==> config.mk <==
export PLATFORM = sky130hd
export DESIGN_NAME = calendar_date_stepper_top
export DESIGN_NICKNAME = d
export VERILOG_FILES = /design/src/rtl/cds_pkg.sv /design/src/rtl/cds_year_split.sv /design/src/rtl/cds_date_next.sv /design/src/rtl/cds_weekday.sv /design/src/rtl/calendar_date_stepper_top.sv
export SDC_FILE = /design/constraint.sdc
export NUM_CORES = 1
export LEC_CHECK = 0
export BUFFER_PORTS_ARGS = -buffer_cell sky130_fd_sc_hd__buf_4
export CORE_UTILIZATION = 55
export DETAILED_ROUTE_END_ITERATION = 7
export PLACE_DENSITY = 0.79
export SYNTH_ARGS = -nofsm -noshare
export SYNTH_HDL_FRONTEND = slang
export SYNTH_HIERARCHICAL = 1
export SYNTH_SLANG_ARGS = --single-unit
==> constraint.sdc <==
create_clock -name clock -period 9.3 [get_ports clock]
set_input_delay 1.86 -clock clock [delete_from_list [all_inputs] [get_ports clock]]
set_output_delay 1.86 -clock clock [all_outputs]
set_load 0.01 [all_outputs]
==> src/rtl/cds_pkg.sv <==
// Package for the calendar date stepper: date struct, command and status codes,
// calendar tables and small arithmetic helpers. No dependencies.
package cds_pkg;

   typedef enum logic [2:0] {
      CMD_LOAD       = 3'd0,
      CMD_NEXT_DAY   = 3'd1,
      CMD_PREV_DAY   = 3'd2,
      CMD_NEXT_MONTH = 3'd3,
      CMD_PREV_MONTH = 3'd4,
      CMD_NEXT_YEAR  = 3'd5,
      CMD_PREV_YEAR  = 3'd6,
      CMD_READ       = 3'd7
   } cmd_type;

   typedef enum logic [2:0] {
      ST_OK         = 3'd0,
      ST_BAD_YEAR   = 3'd1,
      ST_BAD_MONTH  = 3'd2,
      ST_BAD_DAY    = 3'd3,
      ST_STEP_RANGE = 3'd4
   } status_type;

   // Year is kept along with its century and year-of-century.
   typedef struct packed {
      logic [13:0] year;
      logic [7:0]  cent;
      logic [6:0]  yy;
      logic [3:0]  month;
      logic [4:0]  day;
   } date_type;

   localparam logic [13:0] YEAR_LO_RST = 14'd1753;
   localparam logic [13:0] YEAR_HI_RST = 14'd9999;
   localparam date_type    DATE_RST     = '{year: 14'd1753, cent: 8'd17, yy: 7'd53,
                                            month: 4'd1, day: 5'd1};

   localparam logic REG_YEAR_LO = 1'b0;
   localparam logic REG_YEAR_HI = 1'b1;

   localparam logic [6:0] YY_LAST  = 7'd99;
   localparam logic [3:0] MONTH_LAST = 4'd12;
   localparam logic [4:0] DAY_FEB_LEAP = 5'd29;

   function automatic logic is_leap(input logic [7:0] cent, input logic [6:0] yy);
      is_leap = (yy != 7'd0) ? (yy[1:0] == 2'b00) : (cent[1:0] == 2'b00);
   endfunction

   function automatic logic [4:0] days_in(input logic [3:0] month, input logic leap);
      case (month)
         4'd2:    days_in = leap ? 5'd29 : 5'd28;
         4'd4:    days_in = 5'd30;
         4'd6:    days_in = 5'd30;
         4'd9:    days_in = 5'd30;
         4'd11:   days_in = 5'd30;
         default: days_in = 5'd31;
      endcase
   endfunction

   function automatic logic [2:0] century_code(input logic [2:0] idx);
      case (idx)
         3'd0, 3'd4: century_code = 3'd4;
         3'd1, 3'd5: century_code = 3'd2;
         3'd2, 3'd6: century_code = 3'd0;
         default:    century_code = 3'd6;
      endcase
   endfunction

   function automatic logic [2:0] month_code(input logic [3:0] month, input logic leap);
      case (month)
         4'd1:    month_code = leap ? 3'd6 : 3'd0;
         4'd2:    month_code = leap ? 3'd2 : 3'd3;
         4'd3:    month_code = 3'd3;
         4'd4:    month_code = 3'd6;
         4'd5:    month_code = 3'd1;
         4'd6:    month_code = 3'd4;
         4'd7:    month_code = 3'd6;
         4'd8:    month_code = 3'd2;
         4'd9:    month_code = 3'd5;
         4'd10:   month_code = 3'd0;
         4'd11:   month_code = 3'd3;
         4'd12:   month_code = 3'd5;
         default: month_code = 3'd0;
      endcase
   endfunction

   // Remainder by 7 for values below 209: quotient by reciprocal 147/1024.
   function automatic logic [2:0] mod7(input logic [7:0] x);
      logic [15:0] prod;
      logic [7:0]  rem;
      prod = x * 8'd147;
      rem  = x - 8'(prod[15:10] * 3'd7);
      mod7 = rem[2:0];
   endfunction

endpackage

==> src/rtl/cds_year_split.sv <==
// Splits a load year into century and year-of-century by reciprocal multiply.
// Depends on nothing but its ports.
module cds_year_split (
   input  logic [13:0] year,
   output logic [7:0]  cent,
   output logic [6:0]  yy
);

   logic [26:0] prod;
   logic [13:0] rem;

   // floor(year / 100) is exact for all 14-bit years with 5243 / 2^19.
   assign prod = year * 13'd5243;
   assign cent = prod[26:19];
   assign rem  = year - 14'(cent * 7'd100);
   assign yy   = rem[6:0];

endmodule

==> src/rtl/cds_date_next.sv <==
// Next-date and status logic for one command of the calendar date stepper.
// Depends on cds_pkg.
module cds_date_next (
   input  cds_pkg::date_type   cur,
   input  cds_pkg::cmd_type    cmd,
   input  logic [13:0]         new_year,
   input  logic [7:0]          new_cent,
   input  logic [6:0]          new_yy,
   input  logic [3:0]          new_month,
   input  logic [4:0]          new_day,
   input  logic [13:0]         year_lo,
   input  logic [13:0]         year_hi,
   output cds_pkg::date_type   nxt,
   output cds_pkg::status_type status
);

   logic               leap_cur;
   logic               leap_up;
   logic               leap_dn;
   logic               leap_new;
   logic [14:0]        yr_up;
   logic [13:0]        yr_dn;
   logic               up_ok;
   logic               dn_ok;
   logic [7:0]         cent_up;
   logic [6:0]         yy_up;
   logic [7:0]         cent_dn;
   logic [6:0]         yy_dn;
   logic [4:0]         lim;
   logic               changed;
   logic               yr_ok;
   cds_pkg::date_type  cand;
   cds_pkg::status_type st;

   assign yr_up   = {1'b0, cur.year} + 15'd1;
   assign yr_dn   = cur.year - 14'd1;
   assign up_ok   = (yr_up >= {1'b0, year_lo}) && (yr_up <= {1'b0, year_hi});
   assign dn_ok   = (cur.year != 14'd0) && (yr_dn >= year_lo) && (yr_dn <= year_hi);
   assign cent_up = (cur.yy == cds_pkg::YY_LAST) ? cur.cent + 8'd1 : cur.cent;
   assign yy_up   = (cur.yy == cds_pkg::YY_LAST) ? 7'd0 : cur.yy + 7'd1;
   assign cent_dn = (cur.yy == 7'd0) ? cur.cent - 8'd1 : cur.cent;
   assign yy_dn   = (cur.yy == 7'd0) ? cds_pkg::YY_LAST : cur.yy - 7'd1;

   assign leap_cur = cds_pkg::is_leap(cur.cent, cur.yy);
   assign leap_up  = cds_pkg::is_leap(cent_up, yy_up);
   assign leap_dn  = cds_pkg::is_leap(cent_dn, yy_dn);
   assign leap_new = cds_pkg::is_leap(new_cent, new_yy);

   always_comb begin
      cand    = cur;
      st      = cds_pkg::ST_OK;
      changed = 1'b0;
      yr_ok   = 1'b1;
      lim     = 5'd31;
      case (cmd)
         cds_pkg::CMD_LOAD: begin
            if (new_year < year_lo || new_year > year_hi) begin
               st = cds_pkg::ST_BAD_YEAR;
            end else if (new_month == 4'd0 || new_month > cds_pkg::MONTH_LAST) begin
               st = cds_pkg::ST_BAD_MONTH;
            end else if (new_day == 5'd0 ||
                         new_day > cds_pkg::days_in(new_month, leap_new)) begin
               st = cds_pkg::ST_BAD_DAY;
            end else begin
               cand = '{year: new_year, cent: new_cent, yy: new_yy,
                        month: new_month, day: new_day};
            end
         end
         cds_pkg::CMD_NEXT_DAY: begin
            if (cur.day >= cds_pkg::days_in(cur.month, leap_cur)) begin
               cand.day = 5'd1;
               if (cur.month == cds_pkg::MONTH_LAST) begin
                  cand.month = 4'd1;
                  cand.year  = yr_up[13:0];
                  cand.cent  = cent_up;
                  cand.yy    = yy_up;
                  changed    = 1'b1;
                  yr_ok      = up_ok;
               end else begin
                  cand.month = cur.month + 4'd1;
               end
            end else begin
               cand.day = cur.day + 5'd1;
            end
         end
         cds_pkg::CMD_PREV_DAY: begin
            if (cur.day <= 5'd1) begin
               if (cur.month <= 4'd1) begin
                  cand.month = cds_pkg::MONTH_LAST;
                  cand.day   = 5'd31;
                  cand.year  = yr_dn;
                  cand.cent  = cent_dn;
                  cand.yy    = yy_dn;
                  changed    = 1'b1;
                  yr_ok      = dn_ok;
               end else begin
                  cand.month = cur.month - 4'd1;
                  cand.day   = cds_pkg::days_in(cur.month - 4'd1, leap_cur);
               end
            end else begin
               cand.day = cur.day - 5'd1;
            end
         end
         cds_pkg::CMD_NEXT_MONTH: begin
            if (cur.month >= cds_pkg::MONTH_LAST) begin
               cand.month = 4'd1;
               cand.year  = yr_up[13:0];
               cand.cent  = cent_up;
               cand.yy    = yy_up;
               changed    = 1'b1;
               yr_ok      = up_ok;
            end else begin
               cand.month = cur.month + 4'd1;
               lim        = cds_pkg::days_in(cur.month + 4'd1, leap_cur);
               if (cur.day > lim) begin
                  cand.day = lim;
               end
            end
         end
         cds_pkg::CMD_PREV_MONTH: begin
            if (cur.month <= 4'd1) begin
               cand.month = cds_pkg::MONTH_LAST;
               cand.year  = yr_dn;
               cand.cent  = cent_dn;
               cand.yy    = yy_dn;
               changed    = 1'b1;
               yr_ok      = dn_ok;
            end else begin
               cand.month = cur.month - 4'd1;
               lim        = cds_pkg::days_in(cur.month - 4'd1, leap_cur);
               if (cur.day > lim) begin
                  cand.day = lim;
               end
            end
         end
         cds_pkg::CMD_NEXT_YEAR: begin
            cand.year = yr_up[13:0];
            cand.cent = cent_up;
            cand.yy   = yy_up;
            changed   = 1'b1;
            yr_ok     = up_ok;
            if (cur.month == 4'd2 && cur.day == cds_pkg::DAY_FEB_LEAP && !leap_up) begin
               cand.day = 5'd28;
            end
         end
         cds_pkg::CMD_PREV_YEAR: begin
            cand.year = yr_dn;
            cand.cent = cent_dn;
            cand.yy   = yy_dn;
            changed   = 1'b1;
            yr_ok     = dn_ok;
            if (cur.month == 4'd2 && cur.day == cds_pkg::DAY_FEB_LEAP && !leap_dn) begin
               cand.day = 5'd28;
            end
         end
         default: begin
            cand = cur;
         end
      endcase
   end

   always_comb begin
      if (changed && !yr_ok) begin
         status = cds_pkg::ST_STEP_RANGE;
         nxt    = cur;
      end else if (st != cds_pkg::ST_OK) begin
         status = st;
         nxt    = cur;
      end else begin
         status = cds_pkg::ST_OK;
         nxt    = cand;
      end
   end

endmodule

==> src/rtl/cds_weekday.sv <==
// Weekday of a date by the century and month table method.
// Depends on cds_pkg.
module cds_weekday (
   input  cds_pkg::date_type date,
   output logic [2:0]        weekday
);

   logic       leap;
   logic [2:0] cc;
   logic [2:0] mc;
   logic [7:0] sum;

   assign leap    = cds_pkg::is_leap(date.cent, date.yy);
   assign cc      = cds_pkg::century_code(date.cent[2:0] + 3'd7);
   assign mc      = cds_pkg::month_code(date.month, leap);
   assign sum     = {5'd0, cc} + {1'b0, date.yy} + {3'd0, date.yy[6:2]}
                  + {3'd0, date.day} + {5'd0, mc};
   assign weekday = cds_pkg::mod7(sum);

endmodule

==> src/rtl/calendar_date_stepper_top.sv <==
// Top level of the Gregorian calendar date stepper with weekday output.
// Depends on cds_pkg, cds_year_split, cds_date_next and cds_weekday.
//
// Usage:
//   req channel: one beat is one command (load, step day/month/year forward
//   or back, read) with the load date fields. rsp channel: one beat per
//   command with the date after it, its weekday and a status.
//   csr port: APB-style, lower year limit at 0x0 and upper year limit at
//   0x4; write only while no command is in flight.
//   Path: an accepted command waits in the input register and moves into
//   the result register once that is empty or rsp is not stalled, and
//   rsp_valid rises with it. Throughput: one command per cycle while rsp is
//   not stalled; the input register and the result register are each one
//   stage, and the held date updates as a command moves into the result register.
//   Stall: while rsp_stall holds a result, the command waiting in the input
//   register stays there and req_stall rises; the result payload holds.
//   Reset: date becomes 1753-01-01, year limits 1753..9999, both stages
//   empty.
module calendar_date_stepper_top (
   input  logic        clock,
   input  logic        reset,
   input  logic        req_valid,
   output logic        req_stall,
   input  logic [2:0]  req_cmd,
   input  logic [13:0] req_new_year,
   input  logic [3:0]  req_new_month,
   input  logic [4:0]  req_new_day,
   output logic        rsp_valid,
   input  logic        rsp_stall,
   output logic [13:0] rsp_cur_year,
   output logic [3:0]  rsp_cur_month,
   output logic [4:0]  rsp_cur_day,
   output logic [2:0]  rsp_weekday,
   output logic [2:0]  rsp_status,
   input  logic        csr_psel,
   input  logic        csr_penable,
   input  logic        csr_pwrite,
   input  logic [2:0]  csr_paddr,
   input  logic [31:0] csr_pwdata,
   output logic [31:0] csr_prdata,
   output logic        csr_pready
);

   logic                s1_valid_ff;
   cds_pkg::cmd_type    cmd_ff;
   logic [13:0]         ny_ff;
   logic [7:0]          nyc_ff;
   logic [6:0]          nyy_ff;
   logic [3:0]          nm_ff;
   logic [4:0]          nd_ff;
   logic [7:0]          nyc_in;
   logic [6:0]          nyy_in;

   logic                out_valid_ff;
   cds_pkg::date_type   out_date_ff;
   cds_pkg::status_type out_status_ff;

   cds_pkg::date_type   date_ff;
   cds_pkg::date_type   date_in;
   cds_pkg::status_type status_in;
   logic [13:0]         year_lo_ff;
   logic [13:0]         year_hi_ff;

   logic                req_take;
   logic                advance;
   logic                csr_write;

   assign advance   = s1_valid_ff && (!out_valid_ff || !rsp_stall);
   assign req_stall = s1_valid_ff && !advance;
   assign req_take  = req_valid && !req_stall;

   cds_year_split u_split (
      .year (req_new_year),
      .cent (nyc_in),
      .yy   (nyy_in)
   );

   always_ff @(posedge clock) begin
      if (reset) begin
         s1_valid_ff <= 1'b0;
      end else if (!req_stall) begin
         s1_valid_ff <= req_valid;
      end
      if (req_take) begin
         cmd_ff <= cds_pkg::cmd_type'(req_cmd);
         ny_ff  <= req_new_year;
         nyc_ff <= nyc_in;
         nyy_ff <= nyy_in;
         nm_ff  <= req_new_month;
         nd_ff  <= req_new_day;
      end
   end

   cds_date_next u_next (
      .cur       (date_ff),
      .cmd       (cmd_ff),
      .new_year  (ny_ff),
      .new_cent  (nyc_ff),
      .new_yy    (nyy_ff),
      .new_month (nm_ff),
      .new_day   (nd_ff),
      .year_lo   (year_lo_ff),
      .year_hi   (year_hi_ff),
      .nxt       (date_in),
      .status    (status_in)
   );

   always_ff @(posedge clock) begin
      if (reset) begin
         date_ff      <= cds_pkg::DATE_RST;
         out_valid_ff <= 1'b0;
      end else begin
         if (advance) begin
            date_ff      <= date_in;
            out_valid_ff <= 1'b1;
         end else if (!rsp_stall) begin
            out_valid_ff <= 1'b0;
         end
      end
      if (advance) begin
         out_date_ff   <= date_in;
         out_status_ff <= status_in;
      end
   end

   cds_weekday u_weekday (
      .date    (out_date_ff),
      .weekday (rsp_weekday)
   );

   assign rsp_valid     = out_valid_ff;
   assign rsp_cur_year  = out_date_ff.year;
   assign rsp_cur_month = out_date_ff.month;
   assign rsp_cur_day   = out_date_ff.day;
   assign rsp_status    = out_status_ff;

   assign csr_write  = csr_psel && csr_penable && csr_pwrite && csr_pready;
   assign csr_pready = 1'b1;

   always_ff @(posedge clock) begin
      if (reset) begin
         year_lo_ff <= cds_pkg::YEAR_LO_RST;
         year_hi_ff <= cds_pkg::YEAR_HI_RST;
      end else if (csr_write) begin
         if (csr_paddr[2] == cds_pkg::REG_YEAR_LO) begin
            year_lo_ff <= csr_pwdata[13:0];
         end else begin
            year_hi_ff <= csr_pwdata[13:0];
         end
      end
   end

   assign csr_prdata = (csr_paddr[2] == cds_pkg::REG_YEAR_HI) ? {18'd0, year_hi_ff}
                                                                : {18'd0, year_lo_ff};

endmodule

==> metrics.yaml <==
outcome:
  status: "finished, violations left"
  violations: "negative setup slack"
place:
  io_buffers: 92
  dp.cells: 2044
  post-place-ws_ns: -0.100
  place_congestion: 0.982
  dp.final_hpwl_mm: 30.7
synth:
  synth_area_mm2: 0.0153
  syn_avg_cell_area_um2: 9.08
  syn_inst: 1685
  yosysWarnings: 6
setup_path:
  criticalPathCategory: "reg2out"
  cpMostUsedCell: "inv_2"
  cp_slowest_cell: "or4_1"
  cp.arrival_ns: 7.59
  cp-end-kind: "output pin"
  cpPeakStageDelay_ns: 0.53
  cp-start-kind: "flop"
  critPathRequiredTime_ns: 7.44
  critPathMaxFanout: 3
finish:
  drive_gt1_share_pct: 12.8
  nets: 2094
  utilization_pct: 61.8
  diodes: 0
  synthToLayoutAreaGrowth_pct: 9.43
  fin_cells: 2087
floorplan:
  die_area_mm2: 0.0285
  placementRows: 60
  dieWidth_um: 169
  io_pins: 132
  start_util_pct: 56.5
  design.core.area_mm2: 0.0271
  fp.dieH_um: 169
routing:
  wl_mm: 39.7
  drtPass1Iterations: 7
  wire_per_inst_um: 19.0
  vias: 12500
  viasPerCell: 6.00
  drc: 0
  drtIter0Drc: 1018
  ant_nets: 0
sta:
  report.final.slew_viol_count: 0
  grt_setup_unrepaired: "yes"
  timing.final.crit_share_pct: 102
  fmax_mhz: 106
  final_hold_viol_count: 0
  worst_slack_ns: -0.149
  tightestPinTransition_ns: 1.08
  finalCriticalPeriod_ns: 9.45
  max_slew_margin_pct: 26.8
  fin_skew_ns: 0.0150
  setup_viol: 1
worst_hold_path:
  min_path_type: "reg2reg"
clocking:
  clkLatencyLatePin_ns: 0.43
  numCtsBuffers: 17
  clk_path_buf_depth: 2
  cts_tree: "built"
  root_buffer: "clkbuf_16"
  ctsHtreeMaxLevel: 4
  clkTransAtPathRegs_ns: 0.07
  clock-sinks: 132
global_routing:
  grt_pass1_wl_mm: 63.1
  grtUsageTotal_pct: 28.2
  antenna_found_initial: 0
  grt.overflow.total: 0
  grt_pass1_vias: 12200
  grt_max_degree: 116
flow_run:
  cap_viol_max_count: 0
## layer usage
metal	up-vias	wire, um	GRT usage [%]
met4	0	1350	11.1
li1	5888	-	-
met2	502	19200	47.8
met1	6026	16400	36.0
met3	97	2800	4.49
met5	-	0	0
## registers in the layout (all words and copies together) (netlist names), 7 cells and up
register,flops
date_ff,32
ny_ff,14
rsp_cur_year,14
year_hi_ff,14
year_lo_ff,14
out_date_ff,9
nyy_ff,7
## path summary, 6_finish.rpt
| path | start | to | slack (ns) | depth (start not counted) |
|---|---|---|---|---|
| worst max register to register | date_ff[24] | date_ff[13] | 3.41 | 18 |
| worst min-delay path | year_lo_ff[1] | year_lo_ff[1] | 0.49 | 2 |
| worst min register to register | year_lo_ff[1] | year_lo_ff[1] | 0.49 | 2 |
| worst max-delay path | out_date_ff[12] | rsp_weekday[2] | -0.15 | 34 |
## layout by cell type (no fill, tap or decap), types with 6 or more instances in the layout
cell type  count
a21o_1        16
inv_2          8
dfxtp_1       62
xor2_1        18
mux2_2        18
o21ai_0       53
nor2b_1        9
o22ai_1       11
buf_4        109
nor2_1       128
a21oi_1       83
inv_6          6
mux2i_1       66
edfxtp_1      70
nand4_1       18
nand2_1       60
inv_1        209
nand3_1       40
xnor2_1       37
o211ai_1       9
ha_1         239
o2bb2ai_1     16
fa_1          75
and3_1        15
o31ai_1        7
conb_1        19
nand2b_1      67
clkbuf_16     18
nor4_1         9
a31oi_1       13
nor3_1        19
and2_1         8
a221oi_1      20
a211oi_1      12
## final cells by class
type | instances | area [um^2]
Multi-Input combinational cell | 1225 | 10700
Inverter | 217 | 815
Tap cell | 372 | 465
Fill cell | 2224 | 10400
Timing Repair Buffer | 109 | 818
Clock inverter | 13 | 136
Clock buffer | 19 | 464
Sequential cell | 132 | 3340
## per-stage QoR
stage               TNS (ns)  instance area (um^2)  hold slack (ns)
finish                -0.149                 16700            0.488
detailed placement    -0.100                 15900            0.483
global route          -0.375                 16700            0.524
CTS                   -0.326                 16700            0.495
floorplan                  0                 15400            0.447
global placement           0                 15900            0.474
## critical path, delay by kind of cell (launching register included)
kind / cells / cell delay (ns)
fa+ha+maj: 9 / 2.84
simple gates: 5 / 1.46
xor+xnor: 6 / 0.95
compound gates: 6 / 0.80
buf+inv: 7 / 0.44
flops: 1 / 0.39
mux: 1 / 0.31
## what timing repair did
action / in CTS / in global routing
setup endpoints to repair: 1 / 2
pin swaps: 23 / 21
setup buffers: 8 / 3
gates resized for setup: 26 / 11
hold buffers: 0 / 0
gates cloned: 0 / 0
Power is not shown: default switching activity piles up to over one toggle a cycle in this logic, so the estimate is an artifact.
